[src/sv/grp_pkg.sv]
// Shared types and constants for the guillotine rectangle packer.
// Depends on nothing; every other file imports it.
`default_nettype none

package grp_pkg;

  localparam int MAX_FREE  = 64;
  localparam int MAX_SIDE  = 4096;
  localparam int ATLAS_RST = 1024;

  localparam int SIDE_W    = $clog2(MAX_SIDE + 1);
  localparam int POS_W     = SIDE_W - 1;
  localparam int KEY_W     = SIDE_W + 1;
  localparam int IDX_W     = $clog2(MAX_FREE);
  localparam int CNT_W     = $clog2(MAX_FREE + 1);
  localparam int STATUS_W  = 3;
  localparam int CFG_IDX_W = 2;

  localparam logic FUNC_RESTART = 1'b0;
  localparam logic FUNC_PLACE   = 1'b1;

  localparam logic [CFG_IDX_W-1:0] CFG_ATLAS_WIDTH  = CFG_IDX_W'(0);
  localparam logic [CFG_IDX_W-1:0] CFG_ATLAS_HEIGHT = CFG_IDX_W'(1);

  typedef enum logic [STATUS_W-1:0] {
    STAT_PLACED    = 3'd0,
    STAT_NO_FIT    = 3'd1,
    STAT_FULL      = 3'd2,
    STAT_BAD_SIZE  = 3'd3,
    STAT_RESTARTED = 3'd4
  } status_t;

  typedef enum logic [2:0] {
    S_INIT,
    S_IDLE,
    S_SCAN,
    S_REMOVE,
    S_INS_START,
    S_INS,
    S_INS_PUT,
    S_DONE
  } state_t;

  typedef struct packed {
    logic [SIDE_W-1:0] x;
    logic [SIDE_W-1:0] y;
    logic [SIDE_W-1:0] w;
    logic [SIDE_W-1:0] h;
  } rect_t;

  typedef struct packed {
    logic             en;
    logic [IDX_W-1:0] addr;
    rect_t            data;
  } mem_wr_t;

  typedef struct packed {
    logic fits;
    logic gt;
  } cmp_t;

endpackage

`default_nettype wire

[src/sv/grp_req_if.sv]
// Request channel: func and rectangle size.
// Depends on grp_pkg.
`default_nettype none

interface grp_req_if import grp_pkg::*; ();
  logic              valid;
  logic              ready;
  logic              func;
  logic [SIDE_W-1:0] rect_width;
  logic [SIDE_W-1:0] rect_height;

  modport source (output valid, func, rect_width, rect_height, input ready);
  modport sink   (input valid, func, rect_width, rect_height, output ready);
endinterface

`default_nettype wire

[src/sv/grp_res_if.sv]
// Result channel: status and placed rectangle.
// Depends on grp_pkg.
`default_nettype none

interface grp_res_if import grp_pkg::*; ();
  logic                valid;
  logic                ready;
  logic [STATUS_W-1:0] status;
  logic [POS_W-1:0]    pos_x;
  logic [POS_W-1:0]    pos_y;
  logic [SIDE_W-1:0]   placed_width;
  logic [SIDE_W-1:0]   placed_height;

  modport source (output valid, status, pos_x, pos_y, placed_width, placed_height,
                  input ready);
  modport sink   (input valid, status, pos_x, pos_y, placed_width, placed_height,
                  output ready);
endinterface

`default_nettype wire

[src/sv/grp_cfg_if.sv]
// Configuration write channel: register index and data.
// Depends on grp_pkg.
`default_nettype none

interface grp_cfg_if import grp_pkg::*; ();
  logic                 valid;
  logic                 ready;
  logic [CFG_IDX_W-1:0] index;
  logic [SIDE_W-1:0]    data;

  modport source (output valid, index, data, input ready);
  modport sink   (input valid, index, data, output ready);
endinterface

`default_nettype wire

[src/sv/guillotine_rect_packer_core.sv]
// Top level of the guillotine rectangle packer: sequencer, free list, result register.
// Depends on grp_pkg, grp_req_if, grp_res_if, grp_cfg_if, grp_free_mem, grp_key_unit.
//
//   channel | dir | beat payload
//   req     | in  | func, rect_width, rect_height
//   res     | out | status, pos_x, pos_y, placed_width, placed_height
//   cfg     | in  | index, data (atlas_width = 0, atlas_height = 1)
//
// Restart or refused request: the request goes from S_IDLE through S_DONE to the result.
// Placement scans the free list for the first entry that fits, shifts the later
// entries down over it in S_REMOVE, then inserts each leftover piece in half-perimeter
// order, moving up the entries with a larger half-perimeter one entry at a time.
// After reset the S_INIT state writes the whole-atlas entry; req is not ready until then.
// A waiting result does not block the next request; a held result stalls only the
// finish of the following item. cfg is always ready.
`default_nettype none

module guillotine_rect_packer_core import grp_pkg::*; (
  input  logic      clk,
  input  logic      rst,
  grp_req_if.sink   req,
  grp_res_if.source res,
  grp_cfg_if.sink   cfg
);

  state_t            state, state_next;
  logic [CNT_W-1:0]  count, count_next;
  logic [IDX_W-1:0]  rd_idx, rd_idx_next;
  logic [SIDE_W-1:0] req_w, req_w_next;
  logic [SIDE_W-1:0] req_h, req_h_next;
  rect_t             right_rect, right_rect_next;
  rect_t             bottom_rect, bottom_rect_next;
  logic              right_pend, right_pend_next;
  logic              bottom_pend, bottom_pend_next;
  rect_t             ins, ins_next;
  logic [KEY_W-1:0]  ins_key, ins_key_next;
  status_t           status_r, status_r_next;
  logic [POS_W-1:0]  px, px_next;
  logic [POS_W-1:0]  py, py_next;
  logic [SIDE_W-1:0] pw, pw_next;
  logic [SIDE_W-1:0] ph, ph_next;
  logic [SIDE_W-1:0] atlas_w, atlas_h;

  logic                res_valid, res_valid_next;
  logic [STATUS_W-1:0] res_status;
  logic [POS_W-1:0]    res_x, res_y;
  logic [SIDE_W-1:0]   res_w, res_h;
  logic                res_load;

  mem_wr_t          wr;
  logic [IDX_W-1:0] raddr;
  rect_t            rdata;
  cmp_t             cmp;
  rect_t            restart_rect;

  function automatic logic [SIDE_W-1:0] clamp_side(input logic [SIDE_W-1:0] v);
    logic [SIDE_W-1:0] r;
    r = v;
    if (v == '0) begin
      r = SIDE_W'(1);
    end else if (v > SIDE_W'(MAX_SIDE)) begin
      r = SIDE_W'(MAX_SIDE);
    end
    return r;
  endfunction

  assign restart_rect = '{x: '0, y: '0, w: clamp_side(atlas_w), h: clamp_side(atlas_h)};

  grp_free_mem u_mem (
    .clk   (clk),
    .wr    (wr),
    .raddr (raddr),
    .rdata (rdata)
  );

  grp_key_unit u_key (
    .ent     (rdata),
    .need_w  (req_w),
    .need_h  (req_h),
    .ref_key (ins_key),
    .cmp     (cmp)
  );

  assign cfg.ready = 1'b1;

  always_ff @(posedge clk) begin
    if (rst) begin
      atlas_w <= SIDE_W'(ATLAS_RST);
      atlas_h <= SIDE_W'(ATLAS_RST);
    end else if (cfg.valid) begin
      if (cfg.index == CFG_ATLAS_WIDTH) begin
        atlas_w <= cfg.data;
      end else if (cfg.index == CFG_ATLAS_HEIGHT) begin
        atlas_h <= cfg.data;
      end
    end
  end

  always_ff @(posedge clk) begin
    if (rst) begin
      state       <= S_INIT;
      count       <= CNT_W'(1);
      right_pend  <= 1'b0;
      bottom_pend <= 1'b0;
      res_valid   <= 1'b0;
    end else begin
      state       <= state_next;
      count       <= count_next;
      right_pend  <= right_pend_next;
      bottom_pend <= bottom_pend_next;
      res_valid   <= res_valid_next;
    end
  end

  always_ff @(posedge clk) begin
    rd_idx      <= rd_idx_next;
    req_w       <= req_w_next;
    req_h       <= req_h_next;
    right_rect  <= right_rect_next;
    bottom_rect <= bottom_rect_next;
    ins         <= ins_next;
    ins_key     <= ins_key_next;
    status_r    <= status_r_next;
    px          <= px_next;
    py          <= py_next;
    pw          <= pw_next;
    ph          <= ph_next;
    if (res_load) begin
      res_status <= status_r;
      res_x      <= px;
      res_y      <= py;
      res_w      <= pw;
      res_h      <= ph;
    end
  end

  assign res.valid         = res_valid;
  assign res.status        = res_status;
  assign res.pos_x         = res_x;
  assign res.pos_y         = res_y;
  assign res.placed_width  = res_w;
  assign res.placed_height = res_h;

  always_comb begin
    rect_t            piece;
    logic             take;
    logic [1:0]       pieces;
    logic [CNT_W:0]   need;

    state_next       = state;
    count_next       = count;
    rd_idx_next      = rd_idx;
    req_w_next       = req_w;
    req_h_next       = req_h;
    right_rect_next  = right_rect;
    bottom_rect_next = bottom_rect;
    right_pend_next  = right_pend;
    bottom_pend_next = bottom_pend;
    ins_next         = ins;
    ins_key_next     = ins_key;
    status_r_next    = status_r;
    px_next          = px;
    py_next          = py;
    pw_next          = pw;
    ph_next          = ph;
    res_valid_next   = res_valid && !res.ready;
    res_load         = 1'b0;
    req.ready        = (state == S_IDLE);
    raddr            = rd_idx;
    wr               = '0;
    piece            = right_rect;
    take             = 1'b0;
    pieces           = {1'b0, rdata.w > req_w} + {1'b0, rdata.h > req_h};
    need             = {1'b0, count} + (CNT_W + 1)'(pieces);

    unique case (state)
      S_INIT: begin
        wr.en      = 1'b1;
        wr.addr    = '0;
        wr.data    = restart_rect;
        count_next = CNT_W'(1);
        state_next = S_IDLE;
      end

      S_IDLE: begin
        if (req.valid) begin
          req_w_next = req.rect_width;
          req_h_next = req.rect_height;
          px_next    = '0;
          py_next    = '0;
          pw_next    = '0;
          ph_next    = '0;
          if (req.func == FUNC_RESTART) begin
            wr.en         = 1'b1;
            wr.addr       = '0;
            wr.data       = restart_rect;
            count_next    = CNT_W'(1);
            status_r_next = STAT_RESTARTED;
            state_next    = S_DONE;
          end else if (req.rect_width == '0 || req.rect_height == '0 ||
                       req.rect_width > SIDE_W'(MAX_SIDE) ||
                       req.rect_height > SIDE_W'(MAX_SIDE)) begin
            status_r_next = STAT_BAD_SIZE;
            state_next    = S_DONE;
          end else if (count == '0) begin
            status_r_next = STAT_NO_FIT;
            state_next    = S_DONE;
          end else begin
            raddr       = '0;
            rd_idx_next = '0;
            state_next  = S_SCAN;
          end
        end
      end

      S_SCAN: begin
        if (cmp.fits) begin
          if (need > (CNT_W + 1)'(MAX_FREE + 1)) begin
            status_r_next = STAT_FULL;
            state_next    = S_DONE;
          end else begin
            right_rect_next  = '{x: rdata.x + req_w, y: rdata.y,
                                 w: rdata.w - req_w, h: req_h};
            bottom_rect_next = '{x: rdata.x, y: rdata.y + req_h,
                                 w: rdata.w, h: rdata.h - req_h};
            right_pend_next  = rdata.w > req_w;
            bottom_pend_next = rdata.h > req_h;
            status_r_next    = STAT_PLACED;
            px_next          = rdata.x[POS_W-1:0];
            py_next          = rdata.y[POS_W-1:0];
            pw_next          = req_w;
            ph_next          = req_h;
            if (CNT_W'(rd_idx) + CNT_W'(1) < count) begin
              raddr       = rd_idx + IDX_W'(1);
              rd_idx_next = rd_idx + IDX_W'(1);
              state_next  = S_REMOVE;
            end else begin
              count_next = count - CNT_W'(1);
              state_next = S_INS_START;
            end
          end
        end else if (CNT_W'(rd_idx) + CNT_W'(1) == count) begin
          status_r_next = STAT_NO_FIT;
          state_next    = S_DONE;
        end else begin
          raddr       = rd_idx + IDX_W'(1);
          rd_idx_next = rd_idx + IDX_W'(1);
        end
      end

      S_REMOVE: begin
        wr.en   = 1'b1;
        wr.addr = rd_idx - IDX_W'(1);
        wr.data = rdata;
        if (CNT_W'(rd_idx) + CNT_W'(1) < count) begin
          raddr       = rd_idx + IDX_W'(1);
          rd_idx_next = rd_idx + IDX_W'(1);
        end else begin
          count_next = count - CNT_W'(1);
          state_next = S_INS_START;
        end
      end

      S_INS_START: begin
        if (right_pend) begin
          piece           = right_rect;
          take            = 1'b1;
          right_pend_next = 1'b0;
        end else if (bottom_pend) begin
          piece            = bottom_rect;
          take             = 1'b1;
          bottom_pend_next = 1'b0;
        end else begin
          state_next = S_DONE;
        end
        if (take) begin
          ins_next     = piece;
          ins_key_next = KEY_W'(piece.w) + KEY_W'(piece.h);
          if (count == '0) begin
            wr.en      = 1'b1;
            wr.addr    = '0;
            wr.data    = piece;
            count_next = count + CNT_W'(1);
          end else begin
            raddr       = IDX_W'(count - CNT_W'(1));
            rd_idx_next = IDX_W'(count - CNT_W'(1));
            state_next  = S_INS;
          end
        end
      end

      S_INS: begin
        wr.en   = 1'b1;
        wr.addr = rd_idx + IDX_W'(1);
        if (cmp.gt) begin
          wr.data = rdata;
          if (rd_idx == '0) begin
            state_next = S_INS_PUT;
          end else begin
            raddr       = rd_idx - IDX_W'(1);
            rd_idx_next = rd_idx - IDX_W'(1);
          end
        end else begin
          wr.data    = ins;
          count_next = count + CNT_W'(1);
          state_next = S_INS_START;
        end
      end

      S_INS_PUT: begin
        wr.en      = 1'b1;
        wr.addr    = '0;
        wr.data    = ins;
        count_next = count + CNT_W'(1);
        state_next = S_INS_START;
      end

      S_DONE: begin
        if (!res_valid || res.ready) begin
          res_load       = 1'b1;
          res_valid_next = 1'b1;
          state_next     = S_IDLE;
        end
      end

      default: begin
        state_next = S_IDLE;
      end
    endcase
  end

endmodule

`default_nettype wire

[src/sv/grp_free_mem.sv]
// Free rectangle store: one write port, one read port with registered data.
// Depends on grp_pkg.
`default_nettype none

module grp_free_mem import grp_pkg::*; (
  input  logic             clk,
  input  mem_wr_t          wr,
  input  logic [IDX_W-1:0] raddr,
  output rect_t            rdata
);

  rect_t mem [MAX_FREE];

  always_ff @(posedge clk) begin
    if (wr.en) begin
      mem[wr.addr] <= wr.data;
    end
    rdata <= mem[raddr];
  end

endmodule

`default_nettype wire

[src/sv/grp_key_unit.sv]
// Shared compare unit: fit test and half-perimeter compare of one entry.
// Depends on grp_pkg.
`default_nettype none

module grp_key_unit import grp_pkg::*; (
  input  rect_t             ent,
  input  logic [SIDE_W-1:0] need_w,
  input  logic [SIDE_W-1:0] need_h,
  input  logic [KEY_W-1:0]  ref_key,
  output cmp_t              cmp
);

  logic [KEY_W-1:0] ent_key;

  assign ent_key  = KEY_W'(ent.w) + KEY_W'(ent.h);
  assign cmp.fits = (ent.w >= need_w) && (ent.h >= need_h);
  assign cmp.gt   = ent_key > ref_key;

endmodule

`default_nettype wire
[src/flat_wrapper.sv]
// flat-port wrapper written by rule: the top's interface ports become plain ports
module guillotine_rect_packer_core_flat import grp_pkg::*;
  (clk, rst, req_valid, req_func, req_rect_width, req_rect_height, req_ready, res_valid, res_status, res_pos_x, res_pos_y, res_placed_width, res_placed_height, res_ready, cfg_valid, cfg_index, cfg_data, cfg_ready);
  grp_req_if req_i ();
  grp_res_if res_i ();
  grp_cfg_if cfg_i ();
  input  logic clk;
  input  logic rst;
  input wire logic [$bits(req_i.valid)-1:0] req_valid;
  input wire logic [$bits(req_i.func)-1:0] req_func;
  input wire logic [$bits(req_i.rect_width)-1:0] req_rect_width;
  input wire logic [$bits(req_i.rect_height)-1:0] req_rect_height;
  output wire logic [$bits(req_i.ready)-1:0] req_ready;
  output wire logic [$bits(res_i.valid)-1:0] res_valid;
  output wire logic [$bits(res_i.status)-1:0] res_status;
  output wire logic [$bits(res_i.pos_x)-1:0] res_pos_x;
  output wire logic [$bits(res_i.pos_y)-1:0] res_pos_y;
  output wire logic [$bits(res_i.placed_width)-1:0] res_placed_width;
  output wire logic [$bits(res_i.placed_height)-1:0] res_placed_height;
  input wire logic [$bits(res_i.ready)-1:0] res_ready;
  input wire logic [$bits(cfg_i.valid)-1:0] cfg_valid;
  input wire logic [$bits(cfg_i.index)-1:0] cfg_index;
  input wire logic [$bits(cfg_i.data)-1:0] cfg_data;
  output wire logic [$bits(cfg_i.ready)-1:0] cfg_ready;
  assign req_i.valid = req_valid;
  assign req_i.func = req_func;
  assign req_i.rect_width = req_rect_width;
  assign req_i.rect_height = req_rect_height;
  assign req_ready = req_i.ready;
  assign res_valid = res_i.valid;
  assign res_status = res_i.status;
  assign res_pos_x = res_i.pos_x;
  assign res_pos_y = res_i.pos_y;
  assign res_placed_width = res_i.placed_width;
  assign res_placed_height = res_i.placed_height;
  assign res_i.ready = res_ready;
  assign cfg_i.valid = cfg_valid;
  assign cfg_i.index = cfg_index;
  assign cfg_i.data = cfg_data;
  assign cfg_ready = cfg_i.ready;
  guillotine_rect_packer_core u_core (.clk(clk), .rst(rst), .req(req_i), .res(res_i), .cfg(cfg_i));
endmodule
[config.mk]
export PLATFORM = sky130hd
export DESIGN_NAME = guillotine_rect_packer_core_flat
export DESIGN_NICKNAME = d
export VERILOG_FILES = /design/src/sv/grp_pkg.sv /design/src/sv/grp_req_if.sv /design/src/sv/grp_res_if.sv /design/src/sv/grp_cfg_if.sv /design/src/sv/guillotine_rect_packer_core.sv /design/src/sv/grp_free_mem.sv /design/src/sv/grp_key_unit.sv /design/src/flat_wrapper.sv
export SDC_FILE = /design/constraint.sdc
export NUM_CORES = 2
export LEC_CHECK = 0
export ABC_AREA = 1
export BUFFER_PORTS_ARGS = -buffer_cell sky130_fd_sc_hd__buf_2
export CAP_MARGIN = 20
export CELL_PAD_IN_SITES_DETAIL_PLACEMENT = 1
export CELL_PAD_IN_SITES_GLOBAL_PLACEMENT = 2
export CORE_AREA = 4 4 589 591
export DETAILED_ROUTE_END_ITERATION = 12
export DIE_AREA = 0 0 593 595
export PLACE_DENSITY_LB_ADDON = 0.3
export SLEW_MARGIN = 5
export SYNTH_ARGS = -nofsm -noshare
export SYNTH_HDL_FRONTEND = slang
export SYNTH_SLANG_ARGS = --single-unit
[constraint.sdc]
create_clock -name clk -period 11.4 [get_ports clk]
set_input_delay 1.14 -clock clk [delete_from_list [all_inputs] [get_ports clk]]
set_output_delay 1.14 -clock clk [all_outputs]
set_load 0.005 [all_outputs]
==> key figures <==
Setup path
  • RR Endpoint: u_core.u_mem.rdata[16]
  • Required time at the worst-slack endpoint: approximately 12 ns
  • Startpoint of the worst-slack reg-to-reg timing path: u_core.u_mem.rdata[3]
  • Maximum single-stage delay on the critical path: between 0.6 and 0.7 ns
  • CP most frequent cell: a21oi_1
  • Cell with the largest stage delay on the worst path: nand2_1
  • Flop-to-flop setup slack: 3.05 ns
  • Crit-path max FO: 60
  • Cell depth of the worst flop-to-flop path: 33
  • Critical path launch point type: flip-flop
  • Data arrival time of the critical path: between 9 and 10 ns
  • Crit end category: flip-flop
  • Setup CP Type: flip-flop to flip-flop

Power and ir drop
  • Worst ir drop on vdd: 0.340 mV
  • Static Leak: 0.0686 µW
  • Sw Ratio: 0.427
  • Combinational share of power: 0.416
  • Int Pwr: approximately 29000 µW
  • Pwr per Cell Area: 283 mW/mm²
  • Relative contribution of the clock network to total power: 0.245
  • Sequential group share of total power: 0.339
  • Switching power total: between 20000 and 25000 µW

Synth
  • Number of library cell types mapped by synthesis: 52
  • Post-Syn Instances: between 10k and 15k
  • Top_reg_cell synth: edfxtp_1
  • Ys Warns: 0
  • Seq/Total Area, Yosys: 0.669
  • Largest family of logic cells by synthesized area: simple AND/OR/NAND/NOR gates
  • Top cells by area, synth: edfxtp_1 66%, nand3_1 11%, nand3b_1 5.6%
  • Compound-gate portion of the synthesized area: 0.0135
  • Syn Nets: around 15k
  • Synthesized area per cell: 11.1 µm²
  • Arithmetic-cell share of the synthesized area counting full adders, half adders and majority gates: 0.00902
  • Cell type contributing the most total cell area after synthesis: edfxtp_1
  • Xor and xnor area share after synthesis: 0.00411
  • Mux contribution to synthesized area: 0.00207
  • Number of enable flip-flop cells after synthesis: 3496
  • Basic-gate share of the synthesized area counting and, or, nand and nor cells: 0.226
  • Post-synth design cell area: about 0.16 mm²
  • Yosys reg bits: between 3k and 4k
  • Yosys top cell area share: 0.657
  • Asr flop ratio synth: 0

CTS
  • Number of hold buffers added after cts: 0
  • CTS Root Cell: clkbuf_16
  • H-tree lvl count: 5
  • Clock latency of the later-clocked register in the worst-skew pair: between 0.9 and 1 ns
  • CTS Buf Count: ~380
  • Reg clk slew, reported paths: 0.07 ns
  • Setup fix buffers added after clock tree synthesis: 0
  • CTS tree: done
  • Deepest clock path buffer count: 4
  • Clock Sink Count: between 3k and 4k
  • Post-CTS sizing: 0

Routing
  • Vias after detailed routing: between 100k and 150k
  • Number of detailed-routing iterations run before antenna repair: 6
  • # DRC: 0
  • Vias/cell: approximately 6.0
  • Antenna Violating Nets Remaining: 0
  • Drt first-iter violations: ~13k
  • Routed wire length: around 550 mm
  • Routed wire per std cell: around 29 µm

GRT
  • Initial antenna violation count: 20
  • First-pass GRT wire length: between 800 and 900 mm
  • GRT Util Overall: 0.307
  • Total congestion overflow after global routing: 0
  • Vias in the first global route: 117k
  • Maximum number of pins on one net before global-route repair: ~200

STA
  • Final setup violation count: 0
  • Final TNS setup: 0 ns
  • Actual slew at the worst max-slew pin: 1.22 ns
  • Clock Skew: 0.0624 ns
  • Final Critical Period: between 8 and 9 ns
  • Worst Setup Slack, final: between 3 and 4 ns
  • Number of endpoints with negative hold slack in the final report: 0
  • Final period util: 0.733
  • Maximum clock frequency: 0.120 GHz
  • Slew Limit Fails: 0
  • Setup repair after global routing missed its margin: no
  • Worst relative slew slack: 0.188

Finish
  • Synthesis-to-finish area growth: 10.9%
  • Post-layout net count: 14.4k
  • Storage element area: about 0.11 mm²
  • Number of fill cells: between 30k and 40k
  • Area occupied by multi-input gates: ~0.041 mm²
  • Commonest cells after routing, fill and taps aside: 3496 x edfxtp_1, 3469 x nand3_1, 2251 x nand2_1
  • Commonest non-fill, non-tap cell in the layout: edfxtp_1
  • Fraction of final layout cells with drive strength greater than 1: 0.0732

Die
  • Starting utilization of the core area: 0.467
  • Y dimension of the die: between 500 and 600 µm
  • Core area: approximately 0.34 mm²
  • Die outline width: slightly below 600 µm
  • Overall die area: ~0.35 mm²
  • Core Rows: 215
  • Ports placed on the boundary: 103

Place
  • Worst setup timing slack at the placement stage: approximately 3.3 ns
  • Final weighted congestion of routability-driven global placement: roughly 0.87
  • Number of port buffers: between 100 and 150
  • HPWL after detailed placement: 299 mm

Outcome
  • Result of the run: complete, no violations

Worst hold path
  • Worst min-delay path class: input pin to flip-flop
  • Worst Min Path Start: req_rect_height[2]
  • Hold endpoint: u_core.req_h[2]
  • Number of stages on the worst hold path: 1

Job
  • Max_cap viols: 0
[power groups by stage]
stage	sequential, µW	clock (µW)	combinational [µW]
after global routing	17000	13000	22600
after detailed placement	17300	0	20500
after global placement	17200	0	20000
after CTS	17000	12400	20600
final	17000	12300	20900
after floorplan	16900	0	13000
[layout make-up]
type / count / area share
Sequential cell: 3591 / 0.603
Multi-Input combinational cell: 7775 / 0.233
Clock buffer: 490 / 0.0585
Inverter: 2116 / 0.0450
Tap cell: 4557 / 0.0322
Timing Repair Buffer: 371 / 0.0181
Clock inverter: 206 / 0.00971
Antenna cell: 11 / 0.000155
[cells by family (layout without fill, tap and decap cells)]
group,count (synthesis),in the layout
other cells,1,12
flops,3591,3591
simple gates,7233,7233
compound gates,323,323
buf+inv,3044,3183
mux,32,32
xor+xnor,75,75
fa+ha+maj,111,111
[synth_stat cells (all sizes together), types with 6 or more instances]
library cell and instances:
dfxtp 95, inv 2108, a21oi 89, nor2 272, nor3 7, o21bai 10, nor4 8, o22ai 12
mux2i 23, ha 104, clkinv 8, o21ai 84, a221oi 6, o221ai 36, nand4 12, nand2 2260
xnor2 22, edfxtp 3496, fa 7, a221o 38, o2111ai 19, buf 654, clkbuf 274, nand3 3469
and2 17, nand3b 1185, xor2 53, mux2 9, a211oi 10
[registers in the layout, summed over array words and instances (netlist names), 6 cells and up]
register	count
u_core.count	7
u_core.req_h	13
u_core.ins_key	14
u_core.res.pos_x	12
u_core.res.placed_height	13
u_core.u_mem.mem	3200
u_core.ph	13
u_core.bottom_rect	50
u_core.pw	13
u_core.res.placed_width	13
u_core.px	12
u_core.u_mem.rdata	50
u_core.right_rect	50
u_core.res.pos_y	12
u_core.atlas_h	13
u_core.rd_idx	6
u_core.py	12
u_core.ins	50
u_core.req_w	13
u_core.atlas_w	13
[worst max-delay path by stage]
| stage | start | to | slack, ns |
|---|---|---|---|
| 2_1_floorplan | u_core.state[2] | u_core.u_mem.mem[16][0] | 4.04 |
| 3_3_place_gp | u_core.u_mem.rdata[15] | u_core.u_mem.rdata[13] | 3.20 |
| 4_1_cts | u_core.u_mem.rdata[3] | u_core.u_mem.rdata[13] | 3.19 |
| 5_1_grt | u_core.u_mem.rdata[3] | u_core.u_mem.rdata[30] | 2.65 |
| 6_report | u_core.u_mem.rdata[3] | u_core.u_mem.rdata[16] | 3.05 |
| 3_5_place_dp | u_core.u_mem.rdata[3] | u_core.u_mem.rdata[13] | 3.28 |
[routing by layer]
metal	global-route usage	up-vias	wire [µm]
met5	0	-	34
met4	0.107	4	21400
met3	0.0512	1090	46900
met2	0.498	4933	261000
met1	0.419	59200	225000
li1	-	49300	-
[metrics by stage]
| stage | instances | area, µm² | util | hold slack, ns | total power, µW |
|---|---|---|---|---|---|
| floorplan | 14400 | 160000 | - | 0.400 | 29900 |
| global placement | 18400 | 165000 | 0.482 | 0.402 | 37300 |
| detailed placement | 18400 | 165000 | 0.482 | 0.406 | 37800 |
| CTS | 19100 | 177000 | 0.518 | 0.300 | 50000 |
| global route | 19100 | 177000 | 0.518 | 0.338 | 52600 |
| finish | 19100 | 177000 | 0.518 | 0.378 | 50100 |
[worst max-delay path: cells and delay by family (launching register included)]
| kind | cells | cell delay, ns |
|---|---|---|
| DFF | 1 | 0.67 |
| and+or+nand+nor | 14 | 2.82 |
| adders and majority gates | 2 | 0.66 |
| AOI/OAI and AO/OA | 9 | 1.54 |
| xor gates and xnor gates | 1 | 0.09 |
| buffers and inverters | 7 | 2.27 |
No activity file was read; power rests on OpenSTA's default activity.
